===== config.mk =====
export PLATFORM = sky130hd
export DESIGN_NAME = powerpc_subset_instruction_decoder
export DESIGN_NICKNAME = d
export VERILOG_FILES = /design/src/rtl/ppcdec_pkg.sv /design/src/rtl/ppcdec_decode.sv /design/src/rtl/powerpc_subset_instruction_decoder.sv
export SDC_FILE = /design/constraint.sdc
export NUM_CORES = 1
export LEC_CHECK = 0
export ABC_AREA = 1
export BUFFER_PORTS_ARGS = -buffer_cell sky130_fd_sc_hd__buf_4
export CAP_MARGIN = 20
export CORE_MARGIN = 4
export CORE_UTILIZATION = 40
export CTS_CLUSTER_SIZE = 14
export DETAILED_ROUTE_END_ITERATION = 7
export PLACE_DENSITY = 0.6
export SLEW_MARGIN = 0
export SYNTH_ARGS = -nofsm -noshare
export SYNTH_HDL_FRONTEND = slang
export SYNTH_HIERARCHICAL = 1
export SYNTH_SLANG_ARGS = --single-unit

===== constraint.sdc =====
create_clock -name clock -period 5.3 [get_ports clock]
set_input_delay 0.265 -clock clock [delete_from_list [all_inputs] [get_ports clock]]
set_output_delay 0.265 -clock clock [all_outputs]
set_load 0.1 [all_outputs]

===== src/rtl/ppcdec_pkg.sv =====
`timescale 1ns / 1ps
// ----------------------------------------------------------------------------
// ppcdec_pkg
// Shared types and opcode constants of the PowerPC subset instruction decoder.
// ----------------------------------------------------------------------------
package ppcdec_pkg;

   typedef enum logic [4:0] {
      OP_NONE   = 5'd0,
      OP_ADDI   = 5'd1,
      OP_ADDIS  = 5'd2,
      OP_RLWINM = 5'd3,
      OP_ORI    = 5'd4,
      OP_B      = 5'd5,
      OP_ANDI   = 5'd6,
      OP_BCLR   = 5'd7,
      OP_CMPWI  = 5'd8,
      OP_BC     = 5'd9,
      OP_MFLR   = 5'd10,
      OP_MTLR   = 5'd11,
      OP_CMPW   = 5'd12,
      OP_ADD    = 5'd13,
      OP_SUBF   = 5'd14,
      OP_OR     = 5'd15,
      OP_AND    = 5'd16,
      OP_XOR    = 5'd17,
      OP_LWZ    = 5'd18,
      OP_LBZ    = 5'd19,
      OP_STW    = 5'd20,
      OP_STWU   = 5'd21,
      OP_STB    = 5'd22,
      OP_LHZ    = 5'd23,
      OP_STH    = 5'd24
   } op_type;

   // primary opcodes
   localparam logic [5:0] PO_CMPI   = 6'd11;
   localparam logic [5:0] PO_ADDI   = 6'd14;
   localparam logic [5:0] PO_ADDIS  = 6'd15;
   localparam logic [5:0] PO_BC     = 6'd16;
   localparam logic [5:0] PO_B      = 6'd18;
   localparam logic [5:0] PO_XL     = 6'd19;
   localparam logic [5:0] PO_RLWINM = 6'd21;
   localparam logic [5:0] PO_ORI    = 6'd24;
   localparam logic [5:0] PO_ANDI   = 6'd28;
   localparam logic [5:0] PO_X      = 6'd31;
   localparam logic [5:0] PO_LWZ    = 6'd32;
   localparam logic [5:0] PO_LBZ    = 6'd34;
   localparam logic [5:0] PO_STW    = 6'd36;
   localparam logic [5:0] PO_STWU   = 6'd37;
   localparam logic [5:0] PO_STB    = 6'd38;
   localparam logic [5:0] PO_LHZ    = 6'd40;
   localparam logic [5:0] PO_STH    = 6'd44;

   // extended opcodes
   localparam logic [9:0] XO_BCLR   = 10'd16;
   localparam logic [9:0] XO_CMP    = 10'd0;
   localparam logic [9:0] XO_AND    = 10'd28;
   localparam logic [9:0] XO_SUBF   = 10'd40;
   localparam logic [9:0] XO_ADD    = 10'd266;
   localparam logic [9:0] XO_XOR    = 10'd316;
   localparam logic [9:0] XO_MFSPR  = 10'd339;
   localparam logic [9:0] XO_OR     = 10'd444;
   localparam logic [9:0] XO_MTSPR  = 10'd467;

   localparam logic [4:0] SprLrLow  = 5'd8;

   // first declared member sits in the highest bits
   typedef struct packed {
      logic [2:0]        crf_index;
      logic [4:0]        bi_field;
      logic [4:0]        bo_field;
      logic [2:0]        flag_bits;
      logic [4:0]        mask_last;
      logic [4:0]        mask_first;
      logic [4:0]        rot_amount;
      logic signed [25:0] imm_value;
      logic [4:0]        src_reg;
      logic [4:0]        base_reg;
      logic [4:0]        dest_reg;
      op_type            op_code;
   } result_type;

endpackage


===== src/rtl/ppcdec_decode.sv =====
`timescale 1ns / 1ps
// ----------------------------------------------------------------------------
// ppcdec_decode
// Field extraction and opcode classification of one instruction word.
// ----------------------------------------------------------------------------
module ppcdec_decode (
   input  logic [31:0]              instr_word,
   output ppcdec_pkg::result_type   result
);

   logic [5:0]  po;
   logic [9:0]  xo;
   logic [4:0]  f21;
   logic [4:0]  f16;
   logic [4:0]  f11;
   logic [25:0] simm;
   logic [25:0] uimm;

   assign po   = instr_word[31:26];
   assign xo   = instr_word[10:1];
   assign f21  = instr_word[25:21];
   assign f16  = instr_word[20:16];
   assign f11  = instr_word[15:11];
   assign simm = {{10{instr_word[15]}}, instr_word[15:0]};
   assign uimm = {10'd0, instr_word[15:0]};

   always_comb begin
      result = '0;
      unique case (po)
         ppcdec_pkg::PO_ADDI, ppcdec_pkg::PO_ADDIS, ppcdec_pkg::PO_LWZ,
         ppcdec_pkg::PO_LBZ, ppcdec_pkg::PO_STW, ppcdec_pkg::PO_STB,
         ppcdec_pkg::PO_LHZ, ppcdec_pkg::PO_STH: begin
            result.dest_reg  = f21;
            result.base_reg  = f16;
            result.imm_value = simm;
            case (po)
               ppcdec_pkg::PO_ADDI:  result.op_code = ppcdec_pkg::OP_ADDI;
               ppcdec_pkg::PO_ADDIS: result.op_code = ppcdec_pkg::OP_ADDIS;
               ppcdec_pkg::PO_LWZ:   result.op_code = ppcdec_pkg::OP_LWZ;
               ppcdec_pkg::PO_LBZ:   result.op_code = ppcdec_pkg::OP_LBZ;
               ppcdec_pkg::PO_STW:   result.op_code = ppcdec_pkg::OP_STW;
               ppcdec_pkg::PO_STB:   result.op_code = ppcdec_pkg::OP_STB;
               ppcdec_pkg::PO_LHZ:   result.op_code = ppcdec_pkg::OP_LHZ;
               default:              result.op_code = ppcdec_pkg::OP_STH;
            endcase
         end
         ppcdec_pkg::PO_RLWINM: begin
            result.op_code    = ppcdec_pkg::OP_RLWINM;
            result.src_reg    = f21;
            result.dest_reg   = f16;
            result.rot_amount = f11;
            result.mask_first = instr_word[10:6];
            result.mask_last  = instr_word[5:1];
            result.flag_bits  = {2'b00, instr_word[0]};
         end
         ppcdec_pkg::PO_ORI, ppcdec_pkg::PO_ANDI: begin
            result.op_code   = (po == ppcdec_pkg::PO_ORI) ? ppcdec_pkg::OP_ORI
                                                          : ppcdec_pkg::OP_ANDI;
            result.src_reg   = f21;
            result.dest_reg  = f16;
            result.imm_value = uimm;
            result.flag_bits = {2'b00, po == ppcdec_pkg::PO_ANDI};
         end
         ppcdec_pkg::PO_B: begin
            result.op_code   = ppcdec_pkg::OP_B;
            result.imm_value = {instr_word[25:2], 2'b00};
            result.flag_bits = {instr_word[0], instr_word[1], 1'b0};
         end
         ppcdec_pkg::PO_BC: begin
            result.op_code   = ppcdec_pkg::OP_BC;
            result.bo_field  = f21;
            result.bi_field  = f16;
            result.imm_value = {{10{instr_word[15]}}, instr_word[15:2], 2'b00};
            result.flag_bits = {instr_word[0], instr_word[1], 1'b0};
         end
         ppcdec_pkg::PO_XL: begin
            if (xo == ppcdec_pkg::XO_BCLR) begin
               result.op_code   = ppcdec_pkg::OP_BCLR;
               result.bo_field  = f21;
               result.bi_field  = f16;
               result.flag_bits = {instr_word[0], 2'b00};
            end
         end
         ppcdec_pkg::PO_CMPI: begin
            if (!instr_word[21]) begin
               result.op_code   = ppcdec_pkg::OP_CMPWI;
               result.crf_index = instr_word[25:23];
               result.base_reg  = f16;
               result.imm_value = simm;
            end
         end
         ppcdec_pkg::PO_STWU: begin
            result.base_reg = f16;
            if (f16 != 5'd0) begin
               result.op_code   = ppcdec_pkg::OP_STWU;
               result.dest_reg  = f21;
               result.imm_value = simm;
            end
         end
         ppcdec_pkg::PO_X: begin
            case (xo)
               ppcdec_pkg::XO_MFSPR, ppcdec_pkg::XO_MTSPR: begin
                  if (f16 == ppcdec_pkg::SprLrLow && f11 == 5'd0) begin
                     result.op_code  = (xo == ppcdec_pkg::XO_MFSPR) ? ppcdec_pkg::OP_MFLR
                                                                    : ppcdec_pkg::OP_MTLR;
                     result.dest_reg = f21;
                  end
               end
               ppcdec_pkg::XO_CMP: begin
                  if (!instr_word[21]) begin
                     result.op_code   = ppcdec_pkg::OP_CMPW;
                     result.crf_index = instr_word[25:23];
                     result.base_reg  = f16;
                     result.src_reg   = f11;
                  end
               end
               ppcdec_pkg::XO_ADD, ppcdec_pkg::XO_SUBF: begin
                  result.op_code   = (xo == ppcdec_pkg::XO_ADD) ? ppcdec_pkg::OP_ADD
                                                                : ppcdec_pkg::OP_SUBF;
                  result.dest_reg  = f21;
                  result.base_reg  = f16;
                  result.src_reg   = f11;
                  result.flag_bits = {2'b00, instr_word[0]};
               end
               ppcdec_pkg::XO_OR, ppcdec_pkg::XO_AND, ppcdec_pkg::XO_XOR: begin
                  if (xo == ppcdec_pkg::XO_OR) begin
                     result.op_code = ppcdec_pkg::OP_OR;
                  end else if (xo == ppcdec_pkg::XO_AND) begin
                     result.op_code = ppcdec_pkg::OP_AND;
                  end else begin
                     result.op_code = ppcdec_pkg::OP_XOR;
                  end
                  result.src_reg   = f21;
                  result.dest_reg  = f16;
                  result.base_reg  = f11;
                  result.flag_bits = {2'b00, instr_word[0]};
               end
               default: begin
                  result = '0;
               end
            endcase
         end
         default: begin
            result = '0;
         end
      endcase
   end

endmodule


===== src/rtl/powerpc_subset_instruction_decoder.sv =====
`timescale 1ns / 1ps
// ----------------------------------------------------------------------------
// powerpc_subset_instruction_decoder
// Decodes 32-bit PowerPC instruction words into an operation code and fields.
// ----------------------------------------------------------------------------
// One instruction word enters per cycle while the result side is not stalled: the
// word is captured in an input register, decoded by shallow field-extraction
// logic, and the result lands in the output register. Both stages move
// independently, so full throughput holds while rsp_tready is high and a stall
// on the result side backs up one stage at a time.
module powerpc_subset_instruction_decoder (
   input  logic        clock,
   input  logic        reset,
   input  logic        req_tvalid,
   output logic        req_tready,
   input  logic [31:0] req_tdata,   // instr_word
   output logic        rsp_tvalid,
   input  logic        rsp_tready,
   output logic [79:0] rsp_tdata    // op_code, dest_reg, base_reg, src_reg, imm_value,
                                    // rot_amount, mask_first, mask_last, flag_bits,
                                    // bo_field, bi_field, crf_index, zero pad
);

   logic                   word_valid_ff;
   logic                   word_valid_in;
   logic [31:0]            word_ff;
   logic                   rsp_valid_ff;
   logic                   rsp_valid_in;
   ppcdec_pkg::result_type rsp_ff;
   ppcdec_pkg::result_type decoded;
   logic                   rsp_load;

   ppcdec_decode u_decode (
      .instr_word (word_ff),
      .result     (decoded)
   );

   assign rsp_load      = word_valid_ff && (!rsp_valid_ff || rsp_tready);
   assign req_tready    = !word_valid_ff || rsp_load;
   assign word_valid_in = (req_tvalid && req_tready) || (word_valid_ff && !rsp_load);
   assign rsp_valid_in  = rsp_load || (rsp_valid_ff && !rsp_tready);

   always_ff @(posedge clock) begin
      if (reset) begin
         word_valid_ff <= 1'b0;
         rsp_valid_ff  <= 1'b0;
      end else begin
         word_valid_ff <= word_valid_in;
         rsp_valid_ff  <= rsp_valid_in;
      end
   end

   always_ff @(posedge clock) begin
      if (req_tvalid && req_tready) begin
         word_ff <= req_tdata;
      end
      if (rsp_load) begin
         rsp_ff <= decoded;
      end
   end

   assign rsp_tvalid = rsp_valid_ff;
   assign rsp_tdata  = {3'b000, rsp_ff};

`ifndef SYNTH
   a_reset_clears_rsp: assert property (@(posedge clock) reset |=> !rsp_tvalid)
      else $error("result valid after reset");

   a_word_moves_on: assert property (@(posedge clock) disable iff (reset)
      rsp_load |=> rsp_tvalid)
      else $error("decoded word not presented");

   a_unknown_is_zero: assert property (@(posedge clock) disable iff (reset)
      (rsp_tvalid && rsp_ff.op_code == ppcdec_pkg::OP_NONE) |->
         (rsp_ff.dest_reg == 5'd0 && rsp_ff.src_reg == 5'd0 &&
          rsp_ff.imm_value == 26'sd0 && rsp_ff.flag_bits == 3'd0 &&
          rsp_ff.crf_index == 3'd0))
      else $error("unrecognised word with nonzero fields");

   a_rotate_fields_only_rlwinm: assert property (@(posedge clock) disable iff (reset)
      (rsp_tvalid && (rsp_ff.rot_amount != 5'd0 || rsp_ff.mask_first != 5'd0 ||
                      rsp_ff.mask_last != 5'd0)) |->
         (rsp_ff.op_code == ppcdec_pkg::OP_RLWINM))
      else $error("rotate fields set outside rlwinm");
`endif

endmodule

==> Word level (Yosys, flattened, before mapping) <==
Index checks and enable logic that the tools add are counted.
{ "op_classes": {"n_eq_ne": 26, "n_mux": 30, "n_reduce_logical": 25} }
{ "op_table": {"columns": ["op", "n"], "rows": [
  ["26-bit one-hot mux with 6 select lines", 1],
  ["26-bit two-way mux", 2],
  ["10-bit by 9-bit equality test with 1-bit output (second input constant)", 5],
  ["5-bit one-hot mux with 9 select lines", 1],
  ["6-bit by 5-bit equality test with 1-bit output (second input constant)", 7],
  ["6-bit equality test (second input constant)", 7],
  ["5-bit one-hot mux with 4 select lines", 2],
  ["5-bit one-hot mux with 7 select lines", 1],
  ["10-bit two-way mux", 3],
  ["10-bit one-hot mux with 3 select lines", 1],
  ["5-bit one-hot mux with 3 select lines", 2],
  ["10-bit by 5-bit equality test with 1-bit output (second input constant)", 2],
  ["10-bit one-hot mux with 2 select lines", 1],
  ["6-bit by 4-bit equality test with 1-bit output (second input constant)", 3],
  ["3-bit one-hot mux with 5 select lines", 1],
  ["13-bit two-way mux", 1],
  ["10-bit by 6-bit equality test with 1-bit output (second input constant)", 1],
  ["10-bit logical NOT", 1],
  ["5-bit two-way mux", 2],
  ["5-bit one-hot mux with 2 select lines", 1],
  ["3-bit two-way mux", 3],
  ["9-bit OR reduction", 1],
  ["4-bit two-way mux", 2],
  ["2-bit OR reduction", 4],
  ["12 further kinds", 26]
]} }
{ "totals": {"reg_bits": 111, "out_inout_bits": 82, "elab_cells": 96} }

==> Longest topological paths before layout <==
{ "logic_depth": {"word_depth": 6, "ltp_mapped": 11} }

==> By module <==
Netlist, hierarchy kept.
{ "modules_own_cells": {"columns": ["module", "instances", "cells_per_inst", "area_each_um2"], "rows": [
  ["powerpc_subset_instruction_decoder", 1, 125, 3390.8],
  ["ppcdec_decode", 1, 434, 1965.6]
]} }

==> Worst setup path before layout <==
No wires, ideal clock.
{ "synth_timing": {"path_kind": "reg-to-reg", "start": "reg rsp_valid_ff (netlist: rsp_tvalid)", "end": "reg rsp_ff (netlist bit rsp_tdata[0]) (enable)", "arrival_time_ps": 4583, "path_slack_ps": 180, "path_stages_with_launch": 2, "period_less_slack_ps": 5120, "cell_sequence": "dfxtp_1 -> a21oi_1"} }
{ "synth_via": {"elab_chain_cells": 3} }
{ "synth_rtl": {"columns": ["item", "line_no", "source"], "rows": [
  ["from (decl)", "powerpc_subset_instruction_decoder.sv:27", "logic rsp_valid_ff;"],
  ["from (signal assigned)", "powerpc_subset_instruction_decoder.sv:49", "rsp_valid_ff <= rsp_valid_in;"],
  ["1-bit logical NOT", "powerpc_subset_instruction_decoder.sv:38", "assign rsp_load = word_valid_ff && (!rsp_valid_ff || rsp_tready);"],
  ["1-bit logical OR", "powerpc_subset_instruction_decoder.sv:38", null],
  ["1-bit logical AND", "powerpc_subset_instruction_decoder.sv:38", null],
  ["net rsp_load", "powerpc_subset_instruction_decoder.sv:31", "logic rsp_load;"],
  ["to (signal assigned)", "powerpc_subset_instruction_decoder.sv:58", "rsp_ff <= decoded;"],
  ["to (decl)", "powerpc_subset_instruction_decoder.sv:29", "ppcdec_pkg::result_type rsp_ff;"]
]} }
The timed path passes the listed nets, and every way through them passes these cells.
A chain may end at the register's enable or synchronous reset.

==> impl_metrics.ini <==
[route]
drt_wl_total_um = 14100
via_per_inst = 5.13
drt_pass1_iterations = 5
wire_per_inst_um = 16.6
final_antenna_net_count = 0
drc = 0
drt-initial-drc-count = 362
vias = 4376

[global_routing]
grt_pass1_wl_um = 21800
grt_overflow = 0
grt_antenna_before_repair = 0
use_met3 = 0.0463
grt_pass1_vias = 4177
top_usage_layer = met2
grt_max_degree = 54
grtUsageTotal = 0.188
globalRouteMet1Util = 0.254
grt_use_met2 = 0.290

[setup_path]
critPathMaxStageDelay_ns = 0.66
critPathSlowestCell = o21ai_1
r2r-start = word_ff[27]
cp-startpoint = word_ff[27]
crit_path_start_kind = flop
arrival_ns = 2.52
reg2reg_to = rsp_tdata[43]
r2r_slack_ns = 2.85
crit_top_cell = nand3_1
cp.required_ns = 5.37
reg2regPathDepth = 6
cp_max_fo = 14
critPathKind = flop to flop
crit_chain = nand2_1 > inv_1 > nand3_1 > nor2_1 > o21ai_1 > nand3_1
cp-endpoint = rsp_tdata[43]
end_kind = flop

[layout]
regArea_mm2 = 0.00331
fin_util = 0.506
finalNetCount = 708
mostFrequentLayoutCells = nand2_1, buf_4, edfxtp_1
num-fill-cells = 1226
multi_input_area_mm2 = 0.00175
syn2layout_area_growth_pct = 24.5
drive_gt1_frac = 0.236
antennaDiodeCount = 0
final_area_mm2 = 0.00667

[logic_synthesis]
ys_seq_area_frac = 0.619
syn_avg_cell_area_um2 = 9.58
ys_seq_elements = 111
netlist_area_mm2 = 0.00536
syn_inst = 559
yosysUniqueCellTypes = 30
ys_warn_count = 6

[power]
power_leakage_nw = 2.97
finalPower_mw = 2.00
vdd_ir_drop_max_mv = 0.149
power_density_mw_per_mm2 = 300

[cts]
cts_setup_buffers = 0
cts_tree = yes
cts_root_buf = clkbuf_16
clk_pin_slew_worst_paths_ns = 0.07
clock_path_buffers = 2
ctsHoldBuffers = 0
cts_htree_levels = 3
cts.sinks = 111
numCtsBuffers = 9
clk_latency_ns = 0.35
cts_resized = 0

[placed_design]
placed_cell_area_mm2 = 0.00638
place_ws_ns = 2.88
dp_hpwl_um = 10400
place.gp.congestion = 0.891
portBuffers = 114

[die]
coreArea_mm2 = 0.0132
die_x_um = 124
start_util = 0.406
die_h_um = 124
die-area_mm2 = 0.0153
ios = 118
rows = 42

[hold_path]
hold_path.class = primary input to flop

[sta]
hold_viol = 0
tightest_slew_ns = 1.02
relSlewSlack = 0.316
maxClockFrequency_ghz = 0.408
setup_viol = 0
skew_ns = 0.00842
setup_ws_ns = 2.85
setup_tns_ns = 0
fin_crit_ns = 2.45
rsz0062_at_grt = false
post-route-period-util = 0.463
drv_slew = 0

[run_status]
status = complete, no violations

[flow_run]
drv_cap = 0
==> per-stage QoR <==
step | hold WS [ns] | instances
after detailed placement | 0.433 | 837
after global routing | 0.0492 | 853
after global placement | 0.431 | 837
after CTS | 0.0487 | 853
after floorplan | 0.327 | 561
final | 0.0613 | 853
==> synthesized netlist by cell type, drive strengths merged <==
cell type  instances  share of area
conb               1        0.00070
nor3              20          0.021
nor2              87          0.071
nand4              3         0.0035
nor3b              1         0.0014
o21ai             32          0.030
nand2            118          0.084
and2               1         0.0012
a31oi             13          0.015
buf               11          0.013
dfxtp              2         0.0075
a21oi             17          0.017
clkbuf             5         0.0037
nand3             78          0.077
edfxtp           109           0.61
nand3b             2         0.0028
inv               59          0.041
==> final cells by class <==
type,count,share of cell area
tap,176,0.0330
clock inverter,7,0.00995
clock buffer,9,0.0338
timing repair buffer,116,0.131
sequential,111,0.497
multi-input combinational,375,0.263
inverter,59,0.0332
==> where the power goes <==
part	internal (mW)	switching, mW
Sequential	1.01	0.0336
Combinational	0.0633	0.243
Clock	0.331	0.321
==> flip-flops by register name, summed over array words and instances (netlist names) <==
| name | flops |
|---|---|
| rsp_tdata | 77 |
| word_ff | 32 |
| rsp_tvalid | 1 |
| word_valid_ff | 1 |
==> critical path: cells and delay by family (launching register included) <==
family	cells	cell delay, ns
compound gates	1	0.66
flops	1	0.47
buf+inv	1	0.08
simple gates	4	0.95
==> worst min path at each step <==
stage                     to  slack (ns)  startpoint  depth (start not counted)
2_1_floorplan  word_valid_ff        0.33       reset                          1
3_3_place_gp   word_valid_ff        0.43       reset                          2
3_5_place_dp   word_valid_ff        0.43       reset                          2
4_1_cts        word_valid_ff        0.05       reset                          2
5_1_grt        word_valid_ff        0.05       reset                          2
6_report       word_valid_ff        0.06       reset                          2
==> layer usage <==
layer	vias up	routed length [µm]
li1	2137	-
met1	2055	6270
met2	159	6690
met3	25	869
met4	0	303
met5	-	0
==> kinds of logic (layout without fill, tap and decap cells) <==
| group | after synthesis | count (layout) | share of synthesized area |
|---|---|---|---|
| AND/OR/NAND/NOR | 310 | 310 | 0.261 |
| AO/OA/AOI/OAI | 62 | 62 | 0.0617 |
| buffers and inverters | 75 | 191 | 0.0582 |
| other | 1 | 3 | 0.000700 |
| flip-flops | 111 | 111 | 0.619 |
(Power assumes the default switching activity.)
